### config.mk
export PLATFORM = sky130hd
export DESIGN_NAME = sphere_face_tessellator
export DESIGN_NICKNAME = d
export VERILOG_FILES = /design/src/rtl/sft_pkg.sv /design/src/rtl/sphere_face_tessellator.sv /design/src/rtl/sft_isqrt.sv /design/src/rtl/sft_div.sv
export SDC_FILE = /design/constraint.sdc
export NUM_CORES = 2
export LEC_CHECK = 0
export BUFFER_PORTS_ARGS = -buffer_cell sky130_fd_sc_hd__buf_2
export CAP_MARGIN = 20
export CORE_AREA = 5 5 473 475
export DETAILED_ROUTE_END_ITERATION = 7
export DIE_AREA = 0 0 478 480
export PLACE_DENSITY_LB_ADDON = 0.05
export SYNTH_ARGS = -nofsm -noshare
export SYNTH_HDL_FRONTEND = slang
export SYNTH_HIERARCHICAL = 1
export SYNTH_SLANG_ARGS = --single-unit
### constraint.sdc
create_clock -name clk -period 9.3 [get_ports clk]
set_input_delay 0.465 -clock clk [delete_from_list [all_inputs] [get_ports clk]]
set_output_delay 0.465 -clock clk [all_outputs]
set_load 0.03 [all_outputs]
### src/rtl/sft_pkg.sv
package sft_pkg;

	localparam int MAX_RES_DEF = 8;

	localparam int COORD_W   = 16;
	localparam int INDEX_W   = 16;
	localparam int LEVEL_W   = 4;
	localparam int RADIUS_W  = 15;
	localparam int CFG_IDX_W = 2;
	localparam int CFG_DAT_W = 15;

	// grid vector: up to 9 * 32768 in magnitude
	localparam int GRID_W = 20;
	localparam int MAG_W  = GRID_W - 1;
	localparam int L2_W   = 2 * MAG_W + 2;
	localparam int RAD_W  = L2_W + 16;
	localparam int ROOT_W = RAD_W / 2;
	localparam int DVD_W  = RADIUS_W + MAG_W + 8 + 1;
	localparam int QUO_W  = COORD_W;

	localparam logic [CFG_IDX_W-1:0] CFG_LEVEL  = 2'd0;
	localparam logic [CFG_IDX_W-1:0] CFG_RADIUS = 2'd1;

	localparam logic [LEVEL_W-1:0]  LEVEL_RST  = 4'd8;
	localparam logic [RADIUS_W-1:0] RADIUS_RST = 15'd12288;

	typedef enum logic [3:0] {
		ST_IDLE,
		ST_LOAD,
		ST_SQ,
		ST_SQRT_GO,
		ST_SQRT_WAIT,
		ST_MUL,
		ST_DIV_GO,
		ST_DIV_WAIT,
		ST_STORE,
		ST_EMIT
	} state_t;

endpackage

### src/rtl/sphere_face_tessellator.sv
// Each projected vector goes through load and square (one step per component), the 28-step root,
// three multiply and divide passes and a store; a face first projects its three corners, then
// projects and emits its grid vertices in turn after the request is taken.
// One face at a time; start is taken again once busy falls.
// Each vertex is shown for one cycle with strobe high; the receiver cannot stall.
// Reset (arst_n low, asynchronous): idle, subdivision_level 8, sphere_radius 3.0.
module sphere_face_tessellator #(
	parameter int MAX_RESOLUTION = sft_pkg::MAX_RES_DEF
) (
	input  logic                          clk,
	input  logic                          arst_n,
	input  logic                          start,
	output logic                          busy,
	input  logic                          cfg_valid,
	output logic                          cfg_ready,
	input  logic [sft_pkg::CFG_IDX_W-1:0] cfg_index,
	input  logic [sft_pkg::CFG_DAT_W-1:0] cfg_data,
	input  logic signed [15:0]            corner_a_x,
	input  logic signed [15:0]            corner_a_y,
	input  logic signed [15:0]            corner_a_z,
	input  logic signed [15:0]            corner_b_x,
	input  logic signed [15:0]            corner_b_y,
	input  logic signed [15:0]            corner_b_z,
	input  logic signed [15:0]            corner_c_x,
	input  logic signed [15:0]            corner_c_y,
	input  logic signed [15:0]            corner_c_z,
	input  logic [15:0]                   start_index,
	output logic                          strobe,
	output logic signed [15:0]            pos_x,
	output logic signed [15:0]            pos_y,
	output logic signed [15:0]            pos_z,
	output logic [1:0]                    tri_count,
	output logic [15:0]                   tri0_first,
	output logic [15:0]                   tri0_second,
	output logic [15:0]                   tri0_third,
	output logic [15:0]                   tri1_first,
	output logic [15:0]                   tri1_second,
	output logic [15:0]                   tri1_third,
	output logic                          last
);
	import sft_pkg::*;

	localparam logic [COORD_W-1:0] POS_MAX = 16'h7FFF;
	localparam logic [COORD_W-1:0] NEG_MIN = 16'h8000;

	state_t state_q, state_n;

	logic [LEVEL_W-1:0]  level_q;
	logic [RADIUS_W-1:0] radius_q;
	logic [RADIUS_W-1:0] r_q;
	logic [LEVEL_W-1:0]  n1_q;
	logic [LEVEL_W-1:0]  i_q;
	logic [LEVEL_W-1:0]  j_q;
	logic [1:0]          k_q;
	logic [1:0]          c_q;
	logic                grid_q;
	logic [INDEX_W-1:0]  v_q;

	logic [COORD_W-1:0] raw_q [3][3];
	logic [COORD_W-1:0] cor_q [3][3];
	logic [GRID_W-1:0]  q_q   [3];
	logic [COORD_W-1:0] p_q   [3];
	logic [L2_W-1:0]    l2_q;
	logic [ROOT_W-1:0]  m_q;
	logic [DVD_W-1:0]   num_q;

	logic               sqrt_go, sqrt_done, div_go, div_done;
	logic [ROOT_W-1:0]  root;
	logic [QUO_W-1:0]   quo;
	logic [LEVEL_W-1:0] n_clamp;
	logic               k_end, face_end;
	logic [GRID_W-1:0]  q_grid, q_k;
	logic [MAG_W-1:0]   mag_k;
	logic [COORD_W-1:0] res_k;
	logic [2*MAG_W-1:0] sq_k;
	logic [RADIUS_W+MAG_W-1:0] rm_k;

	function automatic logic [GRID_W-1:0] scale(input logic [COORD_W-1:0] c,
	                                             input logic [LEVEL_W-1:0] w);
		logic [GRID_W-1:0] cx;
		logic [GRID_W-1:0] wx;
		cx = {{(GRID_W-COORD_W){c[COORD_W-1]}}, c};
		wx = {{(GRID_W-LEVEL_W){1'b0}}, w};
		return GRID_W'(cx * wx);
	endfunction

	assign n_clamp  = (level_q > LEVEL_W'(MAX_RESOLUTION)) ? LEVEL_W'(MAX_RESOLUTION) : level_q;
	assign k_end    = k_q == 2'd2;
	assign face_end = (i_q == n1_q) && (j_q == i_q);

	// q = A*(n+1-i) + B*(i-j) + C*j, same direction as the grid point
	assign q_grid = scale(cor_q[0][k_q], n1_q - i_q) + scale(cor_q[1][k_q], i_q - j_q)
	              + scale(cor_q[2][k_q], j_q);
	assign q_k    = q_q[k_q];
	assign mag_k  = q_k[GRID_W-1] ? MAG_W'(-q_k) : q_k[MAG_W-1:0];
	assign sq_k   = {{MAG_W{1'b0}}, mag_k} * {{MAG_W{1'b0}}, mag_k};
	assign rm_k   = {{MAG_W{1'b0}}, r_q} * {{RADIUS_W{1'b0}}, mag_k};
	// clamp to the signed coordinate range
	assign res_k  = (m_q == '0) ? '0
	              : q_k[GRID_W-1] ? ((quo > NEG_MIN) ? NEG_MIN : -quo)
	              : ((quo > POS_MAX) ? POS_MAX : quo);

	sft_isqrt u_isqrt (
		.clk      (clk),
		.arst_n   (arst_n),
		.go       (sqrt_go),
		.radicand ({l2_q, 16'd0}),
		.done     (sqrt_done),
		.root     (root)
	);

	sft_div u_div (
		.clk      (clk),
		.arst_n   (arst_n),
		.go       (div_go),
		.dividend (num_q),
		.divisor  (m_q),
		.done     (div_done),
		.quotient (quo)
	);

	always_comb begin
		state_n = state_q;
		case (state_q)
			ST_IDLE:      if (start) state_n = ST_LOAD;
			ST_LOAD:      if (k_end) state_n = ST_SQ;
			ST_SQ:        if (k_end) state_n = ST_SQRT_GO;
			ST_SQRT_GO:   state_n = ST_SQRT_WAIT;
			ST_SQRT_WAIT: if (sqrt_done) state_n = ST_MUL;
			ST_MUL:       state_n = ST_DIV_GO;
			ST_DIV_GO:    state_n = ST_DIV_WAIT;
			ST_DIV_WAIT:  if (div_done) state_n = k_end ? ST_STORE : ST_MUL;
			ST_STORE:     state_n = (grid_q || c_q == 2'd2) ? ST_EMIT : ST_LOAD;
			ST_EMIT:      state_n = face_end ? ST_IDLE : ST_LOAD;
			default:      state_n = ST_IDLE;
		endcase
	end

	always_comb begin
		busy    = state_q != ST_IDLE;
		sqrt_go = state_q == ST_SQRT_GO;
		div_go  = state_q == ST_DIV_GO;
		strobe  = state_q == ST_EMIT;
	end

	assign cfg_ready = 1'b1;

	always_ff @(posedge clk or negedge arst_n) begin
		if (!arst_n) begin
			state_q  <= ST_IDLE;
			level_q  <= LEVEL_RST;
			radius_q <= RADIUS_RST;
			k_q      <= '0;
			c_q      <= '0;
			grid_q   <= 1'b0;
			i_q      <= '0;
			j_q      <= '0;
		end else begin
			state_q <= state_n;
			if (cfg_valid) begin
				if (cfg_index == CFG_LEVEL)
					level_q <= cfg_data[LEVEL_W-1:0];
				else if (cfg_index == CFG_RADIUS)
					radius_q <= cfg_data[RADIUS_W-1:0];
			end
			case (state_q)
				ST_IDLE: begin
					k_q    <= '0;
					c_q    <= '0;
					grid_q <= 1'b0;
					i_q    <= '0;
					j_q    <= '0;
				end
				ST_LOAD, ST_SQ: k_q <= k_end ? 2'd0 : k_q + 2'd1;
				ST_DIV_WAIT: if (div_done) k_q <= k_end ? 2'd0 : k_q + 2'd1;
				ST_STORE: if (!grid_q) begin
					if (c_q == 2'd2)
						grid_q <= 1'b1;
					else
						c_q <= c_q + 2'd1;
				end
				ST_EMIT: begin
					// advance along the row, wrap to the next one
					if (j_q == i_q) begin
						i_q <= i_q + 1'b1;
						j_q <= '0;
					end else begin
						j_q <= j_q + 1'b1;
					end
				end
				default: ;
			endcase
		end
	end

	always_ff @(posedge clk) begin
		case (state_q)
			ST_IDLE: if (start) begin
				raw_q[0] <= '{corner_a_x, corner_a_y, corner_a_z};
				raw_q[1] <= '{corner_b_x, corner_b_y, corner_b_z};
				raw_q[2] <= '{corner_c_x, corner_c_y, corner_c_z};
				v_q      <= start_index;
				n1_q     <= n_clamp + 1'b1;
				r_q      <= radius_q;
			end
			ST_LOAD: begin
				q_q[k_q] <= grid_q ? q_grid
				          : {{(GRID_W-COORD_W){raw_q[c_q][k_q][COORD_W-1]}}, raw_q[c_q][k_q]};
				l2_q     <= '0;
			end
			ST_SQ: l2_q <= l2_q + L2_W'(sq_k);
			ST_SQRT_WAIT: if (sqrt_done) m_q <= root;
			ST_MUL: num_q <= DVD_W'({rm_k, 8'd0}) + DVD_W'(m_q >> 1);
			ST_DIV_WAIT: if (div_done) p_q[k_q] <= res_k;
			ST_STORE: if (!grid_q) cor_q[c_q] <= p_q;
			ST_EMIT: v_q <= v_q + 1'b1;
			default: ;
		endcase
	end

	always_comb begin
		logic has_tri;
		logic two;
		has_tri = (i_q != '0) && (j_q < i_q);
		two     = has_tri && (j_q != '0);
		if (i_q == '0) begin
			pos_x = cor_q[0][0];
			pos_y = cor_q[0][1];
			pos_z = cor_q[0][2];
		end else begin
			pos_x = p_q[0];
			pos_y = p_q[1];
			pos_z = p_q[2];
		end
		tri_count   = two ? 2'd2 : (has_tri ? 2'd1 : 2'd0);
		tri0_first  = has_tri ? v_q - INDEX_W'(i_q) : '0;
		tri0_second = has_tri ? v_q : '0;
		tri0_third  = has_tri ? v_q + 1'b1 : '0;
		tri1_first  = two ? v_q - INDEX_W'(i_q) : '0;
		tri1_second = two ? v_q - INDEX_W'(i_q) - 1'b1 : '0;
		tri1_third  = two ? v_q : '0;
		last        = face_end;
	end
endmodule

### src/rtl/sft_isqrt.sv
module sft_isqrt (
	input  logic                       clk,
	input  logic                       arst_n,
	input  logic                       go,
	input  logic [sft_pkg::RAD_W-1:0]  radicand,
	output logic                       done,
	output logic [sft_pkg::ROOT_W-1:0] root
);
	import sft_pkg::*;

	localparam int CNT_W = $clog2(ROOT_W + 1);

	logic [RAD_W-1:0]    rad_q;
	logic [ROOT_W+2:0]   rem_q;
	logic [ROOT_W-1:0]   root_q;
	logic [CNT_W-1:0]    cnt_q;
	logic                busy_q;
	logic                done_q;
	logic [ROOT_W+2:0]   rem_n;
	logic [ROOT_W+2:0]   trial;
	logic                fits;

	// two radicand bits per step, one root bit out
	assign rem_n = {rem_q[ROOT_W:0], rad_q[RAD_W-1 -: 2]};
	assign trial = {1'b0, root_q, 2'b01};
	assign fits  = rem_n >= trial;

	always_ff @(posedge clk or negedge arst_n) begin
		if (!arst_n) begin
			busy_q <= 1'b0;
			done_q <= 1'b0;
			cnt_q  <= '0;
		end else begin
			done_q <= 1'b0;
			if (go) begin
				busy_q <= 1'b1;
				cnt_q  <= '0;
			end else if (busy_q) begin
				cnt_q <= cnt_q + 1'b1;
				if (cnt_q == CNT_W'(ROOT_W - 1)) begin
					busy_q <= 1'b0;
					done_q <= 1'b1;
				end
			end
		end
	end

	always_ff @(posedge clk) begin
		if (go) begin
			rad_q  <= radicand;
			rem_q  <= '0;
			root_q <= '0;
		end else if (busy_q) begin
			rad_q  <= {rad_q[RAD_W-3:0], 2'b00};
			rem_q  <= fits ? rem_n - trial : rem_n;
			root_q <= {root_q[ROOT_W-2:0], fits};
		end
	end

	assign done = done_q;
	assign root = root_q;
endmodule

### src/rtl/sft_div.sv
module sft_div (
	input  logic                       clk,
	input  logic                       arst_n,
	input  logic                       go,
	input  logic [sft_pkg::DVD_W-1:0]  dividend,
	input  logic [sft_pkg::ROOT_W-1:0] divisor,
	output logic                       done,
	output logic [sft_pkg::QUO_W-1:0]  quotient
);
	import sft_pkg::*;

	localparam int CNT_W = $clog2(DVD_W + 1);

	logic [DVD_W-1:0]  dvd_q;
	logic [ROOT_W-1:0] dsr_q;
	logic [ROOT_W-1:0] rem_q;
	logic [QUO_W-1:0]  quo_q;
	logic [CNT_W-1:0]  cnt_q;
	logic              busy_q;
	logic              done_q;
	logic [ROOT_W:0]   rem_n;
	logic              fits;

	// restoring division, one dividend bit per step
	assign rem_n = {rem_q, dvd_q[DVD_W-1]};
	assign fits  = rem_n >= {1'b0, dsr_q};

	always_ff @(posedge clk or negedge arst_n) begin
		if (!arst_n) begin
			busy_q <= 1'b0;
			done_q <= 1'b0;
			cnt_q  <= '0;
		end else begin
			done_q <= 1'b0;
			if (go) begin
				busy_q <= 1'b1;
				cnt_q  <= '0;
			end else if (busy_q) begin
				cnt_q <= cnt_q + 1'b1;
				if (cnt_q == CNT_W'(DVD_W - 1)) begin
					busy_q <= 1'b0;
					done_q <= 1'b1;
				end
			end
		end
	end

	always_ff @(posedge clk) begin
		if (go) begin
			dvd_q <= dividend;
			dsr_q <= divisor;
			rem_q <= '0;
			quo_q <= '0;
		end else if (busy_q) begin
			dvd_q <= {dvd_q[DVD_W-2:0], 1'b0};
			rem_q <= fits ? ROOT_W'(rem_n - {1'b0, dsr_q}) : rem_n[ROOT_W-1:0];
			quo_q <= {quo_q[QUO_W-2:0], fits};
		end
	end

	assign done     = done_q;
	assign quotient = quo_q;
endmodule
==> results.ini <==
[sta]
post-route-period-util_pct = 97.5
tightest_slew_ns = 1.04
grt_setup_unrepaired = true
period_needed_ns = 9.06
skew_ns = 0.0640
max_slew_margin_pct = 30.1
finalHoldViolCount = 0
finalWorstSetupSlack_ns = 0.236
final_max_slew_viol_count = 0
fmax_ghz = 0.110
finalSetupViolations = 0

[die]
die_w_um = 478
die_area_sq_mm = 0.229
core_area_sq_mm = 0.219
die_h_um = 480
ios = 331
rows = 172
start_util_pct = 29.9

[yosys]
synth_mux_area_share_pct = 6.21
synth_area_per_cell_sq_um = 10.6
synth-compound-area-share_pct = 7.73
synth_top_family_by_area = adder cells
synthAdderAreaFrac_pct = 27.5
synth-seq-cells = 821
ys_top_cells_by_area = edfxtp_1, fa_1, ha_1
synth_top_area_share_pct = 30.7
synth_cell_types = 108
synth_top_cell_by_area = edfxtp_1
async_flop_share_pct = 6.21
syn-cell-area_sq_mm = 0.0653
synth_edf_count = 669
syn_inst = 6182
synthSimpleGateAreaFrac_pct = 12.5
synth_xor_area_share_pct = 3.16
yosysSeqAreaShare_pct = 35.8
ys_warn_count = 6
synthFlopType = edfxtp_1

[worst_setup_path]
arrival_ns = 9.56
cpMaxStageDelayCell = or4_4
critPathLaunchType = register
timing.critical_path.from = k_q[0]
r2r_slack_ns = 0.24
crit_path_max_fanout = 5
crit_path_end_kind = register
crit_top_cell = fa_1
cpPeakStageDelay_ns = 0.56
worstReg2RegStart = k_q[0]
path_class = register to register
cp.required_ns = 9.79

[cts]
cts_inserted_buffers = 104
clock_latency_ns = 0.76
clk_path_buf_depth = 3
clk_pin_slew_ns = 0.06
htree_levels = 3
cts_tree = done
cts_root_buf = clkbuf_16
cts.sinks = 821

[grt]
grt.overflow.total = 0
antenna_found_initial = 22
grt_pass1_vias = 49500
grt_max_degree = 80
grt_pass1_wl_um = 305000
grt_use_total_pct = 17.2

[drt]
drc = 0
dr.first_iter.drc_count = 2133
drtPass1Iterations = 5
wl_um = 197000
wl_per_cell_um = 20.0
ant_nets = 0
dr_total_vias = 45500
viasPerCell = 4.61

[power_and_ir_drop]
peakVddDrop_uv = 133
p_per_area_mw_per_mm2 = 107
p_leak_nw = 32.9

[final_layout]
post-route-util_pct = 35.9
drive_gt1_share_pct = 17.3
final_nets = 8109
syn_to_final_growth_pct = 20.2

[outcome]
status = completed

[hold_path]
worst_hold_path_type = input pin to register
hold_start = cfg_data[3]

[placement]
routabilityCongestion = 0.837
hpwl_um = 152000
post-place-ws_ns = -0.0888
io_buffers = 329

[job]
cap_violations = 0

[area by class of cell]
class | count | area [sq um]
diodes | 12 | 30.0
multi-input cells | 4159 | 38000
fillers | 21900 | 140000
clock inverters | 59 | 832
repair buffers | 853 | 6260
flip-flops and latches | 821 | 23400
clock buffers | 135 | 2820
inverters | 957 | 3600
well taps | 2871 | 3590
[path summary, 6_finish.rpt]
check | to | depth (start not counted)
max | num_q[40] | 33
min | radius_q[3] | 2
max reg2reg | num_q[40] | 33
min reg2reg | r_q[2] | 0
max in group asynchronous | u_isqrt/busy_q | 2
min in group asynchronous | i_q[3] | 2
[synthesized netlist by cell type, drive strengths merged, types with 148 or more instances]
cell	n
nand2	569
clkbuf	192
ha	361
a21oi	182
nor2	512
mux2i	179
xnor2	148
fa	671
edfxtp	669
mux2	169
and2	262
inv	953
o21ai	207
[routing by layer]
metal / vias to the layer above / wire length [um] / GRT usage, %
li1: 21900 / - / -
met1: 22600 / 90900 / 23.1
met2: 857 / 92700 / 28.9
met3: 237 / 8090 / 2.85
met4: 0 / 5340 / 4.59
met5: - / 0 / 0
[critical path, delay by kind of cell (launching register included)]
family	cells	cell delay (ns)
buffers and inverters	8	0.79
AOI/OAI and AO/OA	6	1.41
and+or+nand+nor	8	2.02
adders and majority gates	7	3.24
xor gates and xnor gates	2	0.37
DFF	1	0.44
muxes	2	0.54
[report_power, final]
| group | internal, W | total (W) | switching (W) | leakage (nW) |
|---|---|---|---|---|
| Combinational | 0.0000917 | 0.000140 | 0.0000487 | 24.3 |
| Clock | 0.00258 | 0.00431 | 0.00174 | 1.77 |
| Sequential | 0.00396 | 0.00397 | 0.0000183 | 6.83 |
[what timing repair did]
action,CTS,global route
resized for setup,3,118
hold buffers,173,0
hold endpoints to repair,221,0
buffers inserted,2,20
pin swaps,0,41
setup endpoints to repair,3,26
[state kept, by name, indices dropped and copies added (netlist names), 5 cells and up]
name / cells
cor_q: 144
raw_q: 144
q_q: 60
u_isqrt/rad_q: 56
p_q: 48
num_q: 43
u_div/dvd_q: 43
l2_q: 40
u_isqrt/rem_q: 29
m_q: 28
u_div/dsr_q: 28
u_div/rem_q: 28
u_isqrt/root: 28
u_div/quotient: 16
v_q: 16
r_q: 15
radius_q: 15
u_div/cnt_q: 6
u_isqrt/cnt_q: 5
[cells in the final DEF, fill, tap and decap left out, types with 16 or more instances in the layout]
| cell | count |
|---|---|
| clkbuf_1 | 24 |
| o211ai_1 | 24 |
| xor2_1 | 82 |
| a311oi_1 | 16 |
| a21oi_1 | 166 |
| dfrtp_1 | 43 |
| o21a_1 | 23 |
| a21o_1 | 82 |
| buf_12 | 16 |
| o21bai_1 | 21 |
| nand2b_1 | 55 |
| nor3_1 | 57 |
| o21ai_1 | 22 |
| or3_1 | 21 |
| clkbuf_16 | 107 |
| mux2_2 | 169 |
| and3_1 | 38 |
| o21ai_0 | 177 |
| and2_1 | 256 |
| nor4_1 | 16 |
| a211oi_1 | 55 |
| nor2b_1 | 32 |
| mux4_2 | 16 |
| nand3_1 | 60 |
| fa_1 | 668 |
| nor2_2 | 17 |
| dlygate4sd3_1 | 173 |
| buf_4 | 329 |
| nand4_1 | 27 |
| conb_1 | 17 |
| dfxtp_1 | 101 |
| a31oi_1 | 31 |
| buf_2 | 328 |
| xnor2_1 | 140 |
| ha_1 | 352 |
| nand2_1 | 566 |
| edfxtp_1 | 669 |
| nor2_1 | 487 |
| inv_1 | 946 |
| mux2i_1 | 174 |
[kinds of logic (layout without fill, tap and decap cells)]
kind of cell | Yosys count | after routing
adders and majority gates | 1032 | 1032
other | 2 | 29
buffers and inverters | 1217 | 2004
and+or+nand+nor | 1739 | 1739
xor gates and xnor gates | 236 | 236
DFF | 821 | 821
AOI/OAI and AO/OA | 771 | 771
muxes | 364 | 364
[metrics by stage]
step	area [sq um]	total power (W)	cells	hold slack [ns]	setup TNS (ns)
3_3_place_gp	72400	0.00414	9465	0.428	-0.0953
3_5_place_dp	72500	0.00414	9466	0.430	-0.197
6_report	78500	0.00843	9867	0.0712	0
5_1_grt	78500	0.00876	9862	0.0105	-0.166
4_1_cts	77900	0.00860	9835	0.00600	0
2_1_floorplan	65400	0.00406	6197	0.169	0
No activity file was read; power rests on OpenSTA's default activity.
